==> config.mk <==
export PLATFORM = sky130hd
export DESIGN_NAME = tplru_ctrl
export DESIGN_NICKNAME = d
export VERILOG_FILES = /design/src/rtl/core/tplru_pkg.sv /design/src/rtl/core/tplru_ctrl.sv
export VERILOG_INCLUDE_DIRS = /design/src /design/src/rtl/core
export SDC_FILE = /design/constraint.sdc
export NUM_CORES = 1
export LEC_CHECK = 0
export ABC_AREA = 1
export BUFFER_PORTS_ARGS = -buffer_cell sky130_fd_sc_hd__buf_2
export CAP_MARGIN = 20
export CORE_AREA = 3 3 40 42
export CTS_CLUSTER_DIAMETER = 60
export DETAILED_ROUTE_END_ITERATION = 6
export DIE_AREA = 0 0 43 45
export PLACE_DENSITY_LB_ADDON = 0.05
export SLEW_MARGIN = 5
export SYNTH_ARGS = -nofsm -noshare
export SYNTH_HDL_FRONTEND = slang
export SYNTH_SLANG_ARGS = --single-unit
==> constraint.sdc <==
create_clock -name clk -period 1 [get_ports clk]
set_clock_uncertainty 0.05 [all_clocks]
set_input_delay 0.1 -clock clk [delete_from_list [all_inputs] [get_ports clk]]
set_output_delay 0.1 -clock clk [all_outputs]
set_load 0.02 [all_outputs]
==> src/rtl/core/tree_plru_replacement_top_defines.svh <==
// assertion macros shared by the tree plru replacement rtl
// no dependencies; included by modules that carry assertions
`ifndef TREE_PLRU_REPLACEMENT_TOP_DEFINES_SVH
`define TREE_PLRU_REPLACEMENT_TOP_DEFINES_SVH

// same-cycle implication, disabled during reset
`define TPLRU_ASSERT_NOW(label, clk, rst_n, ante, cons, msg) \
    label: assert property (@(posedge clk) disable iff (!rst_n) (ante) |-> (cons)) \
        else $error(msg);

// next-cycle implication, disabled during reset
`define TPLRU_ASSERT_NEXT(label, clk, rst_n, ante, cons, msg) \
    label: assert property (@(posedge clk) disable iff (!rst_n) (ante) |=> (cons)) \
        else $error(msg);

`endif

==> src/rtl/core/tplru_pkg.sv <==
// types and constants of the tree plru replacement block
// no dependencies; imported by the top, controller and datapath modules of the block
`timescale 1ns / 1ps
`default_nettype none

package tplru_pkg;

    localparam int ADDR_W     = 16;
    localparam int WAY_W      = 5;
    localparam int WORD_W     = 31;
    localparam int WL_W       = 3;
    localparam int OFS_W      = 4;
    localparam int CFG_IDX_W  = 2;
    localparam int CFG_DATA_W = 16;

    localparam int MAX_WAYS   = 32;
    localparam int MAX_LEVELS = 5;
    localparam int WAY_CAP_RAW = $clog2(MAX_WAYS + 1) - 1;
    localparam int WAY_CAP    = (WAY_CAP_RAW > MAX_LEVELS) ? MAX_LEVELS : WAY_CAP_RAW;

    localparam logic [WL_W-1:0]   WAYS_LOG2_RST   = 3'd2;
    localparam logic [OFS_W-1:0]  OFFSET_BITS_RST = 4'd4;
    localparam logic [ADDR_W-1:0] INDEX_MASK_RST  = 16'd4080;

    typedef enum logic [CFG_IDX_W-1:0] {
        CFG_WAYS_LOG2   = 2'd0,
        CFG_OFFSET_BITS = 2'd1,
        CFG_INDEX_MASK  = 2'd2
    } cfg_reg_t;

    typedef enum logic {
        OP_FIND   = 1'b0,
        OP_UPDATE = 1'b1
    } op_t;

    typedef struct packed {
        op_t               operation;
        logic [ADDR_W-1:0] address;
        logic [WAY_W-1:0]  way;
    } request_t;

    typedef struct packed {
        logic [WAY_W-1:0]  victim_way;
        logic [WORD_W-1:0] tree_bits;
    } result_t;

    typedef struct packed {
        logic capture;
        logic reduce;
        logic read;
        logic exec;
        logic clear;
    } dp_cmd_t;

    typedef struct packed {
        logic need_reduce;
        logic reduce_last;
        logic clear_last;
    } dp_status_t;

endpackage

`default_nettype wire

==> src/rtl/core/tplru_ctrl.sv <==
// controller state machine: table clearing, index reduction, read, execute
// depends on tplru_pkg and the assertion macro header
`timescale 1ns / 1ps
`default_nettype none
`include "tree_plru_replacement_top_defines.svh"

module tplru_ctrl (
    input  wire logic                  clk,
    input  wire logic                  rst_n,
    input  wire logic                  start,
    output logic                       busy,
    output logic                       done,
    output tplru_pkg::dp_cmd_t         cmd,
    input  wire tplru_pkg::dp_status_t status
);

    import tplru_pkg::*;

    typedef enum logic [2:0] {
        ST_CLEAR,
        ST_IDLE,
        ST_REDUCE,
        ST_READ,
        ST_EXEC
    } state_t;

    state_t state_reg;
    state_t state_next;
    logic   done_reg;

    always_comb
    begin
        state_next = state_reg;
        case (state_reg)
            ST_CLEAR:
            begin
                if (status.clear_last)
                begin
                    state_next = ST_IDLE;
                end
            end
            ST_IDLE:
            begin
                if (start)
                begin
                    state_next = status.need_reduce ? ST_REDUCE : ST_READ;
                end
            end
            ST_REDUCE:
            begin
                if (status.reduce_last)
                begin
                    state_next = ST_READ;
                end
            end
            ST_READ: state_next = ST_EXEC;
            ST_EXEC: state_next = ST_IDLE;
            default: state_next = ST_IDLE;
        endcase
    end

    always_ff @(posedge clk or negedge rst_n)
    begin
        if (!rst_n)
        begin
            state_reg <= ST_CLEAR;
            done_reg  <= 1'b0;
        end
        else
        begin
            state_reg <= state_next;
            done_reg  <= (state_reg == ST_EXEC);
        end
    end

    always_comb
    begin
        cmd         = '0;
        cmd.capture = (state_reg == ST_IDLE) && start;
        cmd.reduce  = (state_reg == ST_REDUCE);
        cmd.read    = (state_reg == ST_READ);
        cmd.exec    = (state_reg == ST_EXEC);
        cmd.clear   = (state_reg == ST_CLEAR);
    end

    assign busy = (state_reg != ST_IDLE);
    assign done = done_reg;

    `TPLRU_ASSERT_NEXT(a_done_single_beat, clk, rst_n, done_reg, !done_reg, "done longer than one beat")
    `TPLRU_ASSERT_NEXT(a_exec_then_done, clk, rst_n, state_reg == ST_EXEC, done_reg && state_reg == ST_IDLE, "exec not followed by result")
    `TPLRU_ASSERT_NEXT(a_accept_goes_busy, clk, rst_n, start && !busy, busy, "accepted beat did not raise busy")
    `TPLRU_ASSERT_NOW(a_no_done_in_clear, clk, rst_n, state_reg == ST_CLEAR, !done_reg, "result during table clear")

endmodule

`default_nettype wire
# Yosys cells after proc, flatten, opt, wreduce, memory -nomap -nowiden
# Index checks and enable logic that the tools add are counted.
totals:
  ff_bits: 4
  latchBits: 0
  ramBits: 0
  rom_bits: 0
  out_inout_bits: 7
  wordCells: 18
  mem_count: 0
op_classes:
  addsub: 0
  n_mul: 0
  n_div: 0
  n_lt_le_gt_ge: 0
  n_eq_ne: 8
  shift: 0
  n_mux: 5
  bitwise: 0
  n_reduce_logical: 3
ops:
  columns: ["op", "count"]
  rows:
  - ["$pmux 3 s4", 1]
  - ["$mux 3", 3]
  - ["$eq 3x2->1 const B", 2]
  - ["$ne 2x1->1 const B", 2]
  - ["$eq 3x1->1 const B", 1]
  - ["$eq 3x3->1 const B", 1]
  - ["$logic_not 3->1", 1]
  - ["$ne 3x1->1 const B", 1]
  - ["$reduce_and 3->1", 1]
  - ["$ne 2x2->1 const B", 1]
  - ["$logic_and 1x1->1", 1]
  - ["$mux 1", 1]

# Logic depth before layout (Yosys ltp)
depth:
  word_depth: 3
  ltp_mapped: 5

# Worst setup path before layout
# OpenSTA, ideal clock, no wires.
synth_path:
  path_type: "reg2reg"
  start: "register state_reg[2]"
  end: "register done_reg (netlist: done)"
  setup_ps: 185
  arrival_ps: 978
  required_time_ps: 765
  path_slack_ps: -213
  path_stages_with_launch: 3
  synth_period_minus_slack_ps: 1213
  cell_sequence: "dfrtp_1 inv_2 nor3_1"
synth_lines:
  columns: ["element", "line_no", "rtl"]
  rows:
  - ["start, declared", "tplru_ctrl.sv:27", "state_t state_reg;"]
  - ["start signal, assigned", "tplru_ctrl.sv:71", "state_reg <= state_next;"]
  - ["end signal, assigned", "tplru_ctrl.sv:72", "done_reg <= (state_reg == ST_EXEC);"]
  - ["end, declared", "tplru_ctrl.sv:29", "logic done_reg;"]

==> reports/metrics.cfg <==
[timing]
drv_slew = 0
setup_viol = 9
fmax_mhz = 803
hold_viol_final = 0
period_minus_slack_ps = 1250
fin_ws_ps = -246
setup_tns_ps = -1660
worst_pin_slew_ps = 252
min_period_over_period = 1.25
slew_headroom = 0.832
rsz0062_at_grt = true

[setup_path]
crit_start = state_reg[2]
regToRegStartpoint = state_reg[2]
critical_path_required_ps = 850
cp.arrival_ps = 1100
critical_path.max_fanout = 5
critical_path_class = reg -> out
setup.worst_path.start_class = flip-flop
end_kind = output port

[synth]
avgSynthCellArea_um2 = 7.72
yosysTopAreaCell = dfrtp_1
async_flop_share = 1.00
synth.area.top_cells = dfrtp_1 43%, nor2_1 9.7%, nand3_2 8.6%
synth_top_area_frac = 0.432
synth_ff_type = dfrtp_1
syn-num-nets = 36
synth_warnings = 0
netlist_instances = 30
ys_types = 12
yosysSeqAreaShare = 0.432
ys_top_cells_by_count = 6 x nor2_1, 4 x dfrtp_1, 4 x inv_1, 4 x nand2_1
synth-seq-cells = 4
syn_area_um2 = 231
yosysMostFrequentCell = nor2_1
synth_edf_count = 0

[clocking]
cts_made_buffers = 3
worst_skew_pair.late_latency_ps = 230
htree_levels = 1
cts-root-buf = clkbuf_4
clockBufferDepth = 2
clock-sinks = 4
cts_tree = built
clkTransAtPathRegs_ps = 40

[floorplan]
die_w_um = 43
initial_utilization = 0.180
rows = 13
die_y_um = 45
coreArea_mm2 = 0.00128
boundaryPins = 13
design.die.area_mm2 = 0.00194

[placed_design]
hpwlAfterDp_um = 549
io_buffers = 12
gp_congestion = 0.695

[final_layout]
fillers = 133
drive_above_1_share = 0.783
num_antenna_cells = 0
fin_util = 0.444
areaGrowthSynthToFinish_pct = 146
largest_reg_flops = 3
nets = 68

[grt]
overflow = 0
antenna_found_initial = 0
track_usage = 0.0967
grt_pass1_wl_um = 1390
grt_max_degree = 7
grt_pass1_vias = 336

[detailed_routing]
routed_via_density = 4.07
drt_wl_total_um = 738
drc_errors = 0
routed-via-count = 305
drt_iter0_markers = 1
dr.pass1.iters = 2
ant_nets = 0
wl_per_cell_um = 9.84

[power]
total_power_mw = 2.00
peakVddDrop_uv = 1520
power.density_mw_per_mm2 = 3510
leakagePower_nw = 0.289

[worst_hold_path]
hold_start = status[1]
hold_class = in -> reg

[run_status]
violations = setup timing
outcome = finished with violations

[run]
drv_cap = 0

-- placed cells by master, fill, tap and decap left out, drive strengths merged --
cell type,count
clkinv,1
dfrtp,4
nand3b,1
nand3,3
buf,26
inv,5
nor3,2
o21ai,1
clkbuf,3
nor2,7
nand2,4
dlygate4sd3,1
nand4,2
-- metrics by stage --
step	std cells	worst slack, ps	cell area, um2	hold slack, ps
finish	75	-246	571	117
global placement	60	-108	360	-143
detailed placement	60	-104	360	-143
global route	75	-304	571	139
floorplan	30	-41.3	259	-246
CTS	74	-234	520	128
-- critical path, stage by stage, from the launching register on --
cell	delay [ps]
dfrtp_2	420
clkinv_4	110
nor3_4	190
buf_6	140
-- what timing repair did --
action,in CTS,in global routing
endpoints found under the hold margin,4,0
setup endpoints to repair,8,8
pin swaps,7,2
buffers inserted,10,1
hold buffers,1,0
resized for setup,18,13
-- final timing paths --
path / end / slack (ps) / depth (start not counted)
max reg2reg: state_reg[0] / -200 / 6
min in group asynchronous: done / 160 / 2
min: state_reg[1] / 120 / 4
max in group asynchronous: state_reg[0] / 600 / 2
max: cmd[1] / -250 / 3
min reg2reg: state_reg[2] / 660 / 3
-- cells by family (layout without fill, tap and decap cells) --
kind of cell,after synthesis,in the layout,synth area share
simple gates,19,19,0.449
buf+inv,6,36,0.0973
flops,4,4,0.432
compound gates,1,1,0.0216
-- report_power, final --
part / switching [mW] / total [mW] / internal (mW)
Combinational: 0.652 / 1.41 / 0.756
Sequential: 0.160 / 0.402 / 0.242
Clock: 0.0608 / 0.195 / 0.134
-- final cells by class --
cell class	instances	area, um2	share of cell area
Inverter	6	30.0	0.0526
Sequential cell	4	104	0.182
Clock buffer	3	22.5	0.0395
Tap cell	15	18.8	0.0329
Timing Repair Buffer	27	224	0.393
Multi-Input combinational cell	20	171	0.300
-- metal layers --
layer	global-route usage	wire, um	vias to the layer above
met2	0.165	403	8
met5	0	0	-
met1	0.102	296	139
li1	-	-	158
met4	0.0361	0	0
met3	0.0518	38	0
No activity file was read; power rests on OpenSTA's default activity.
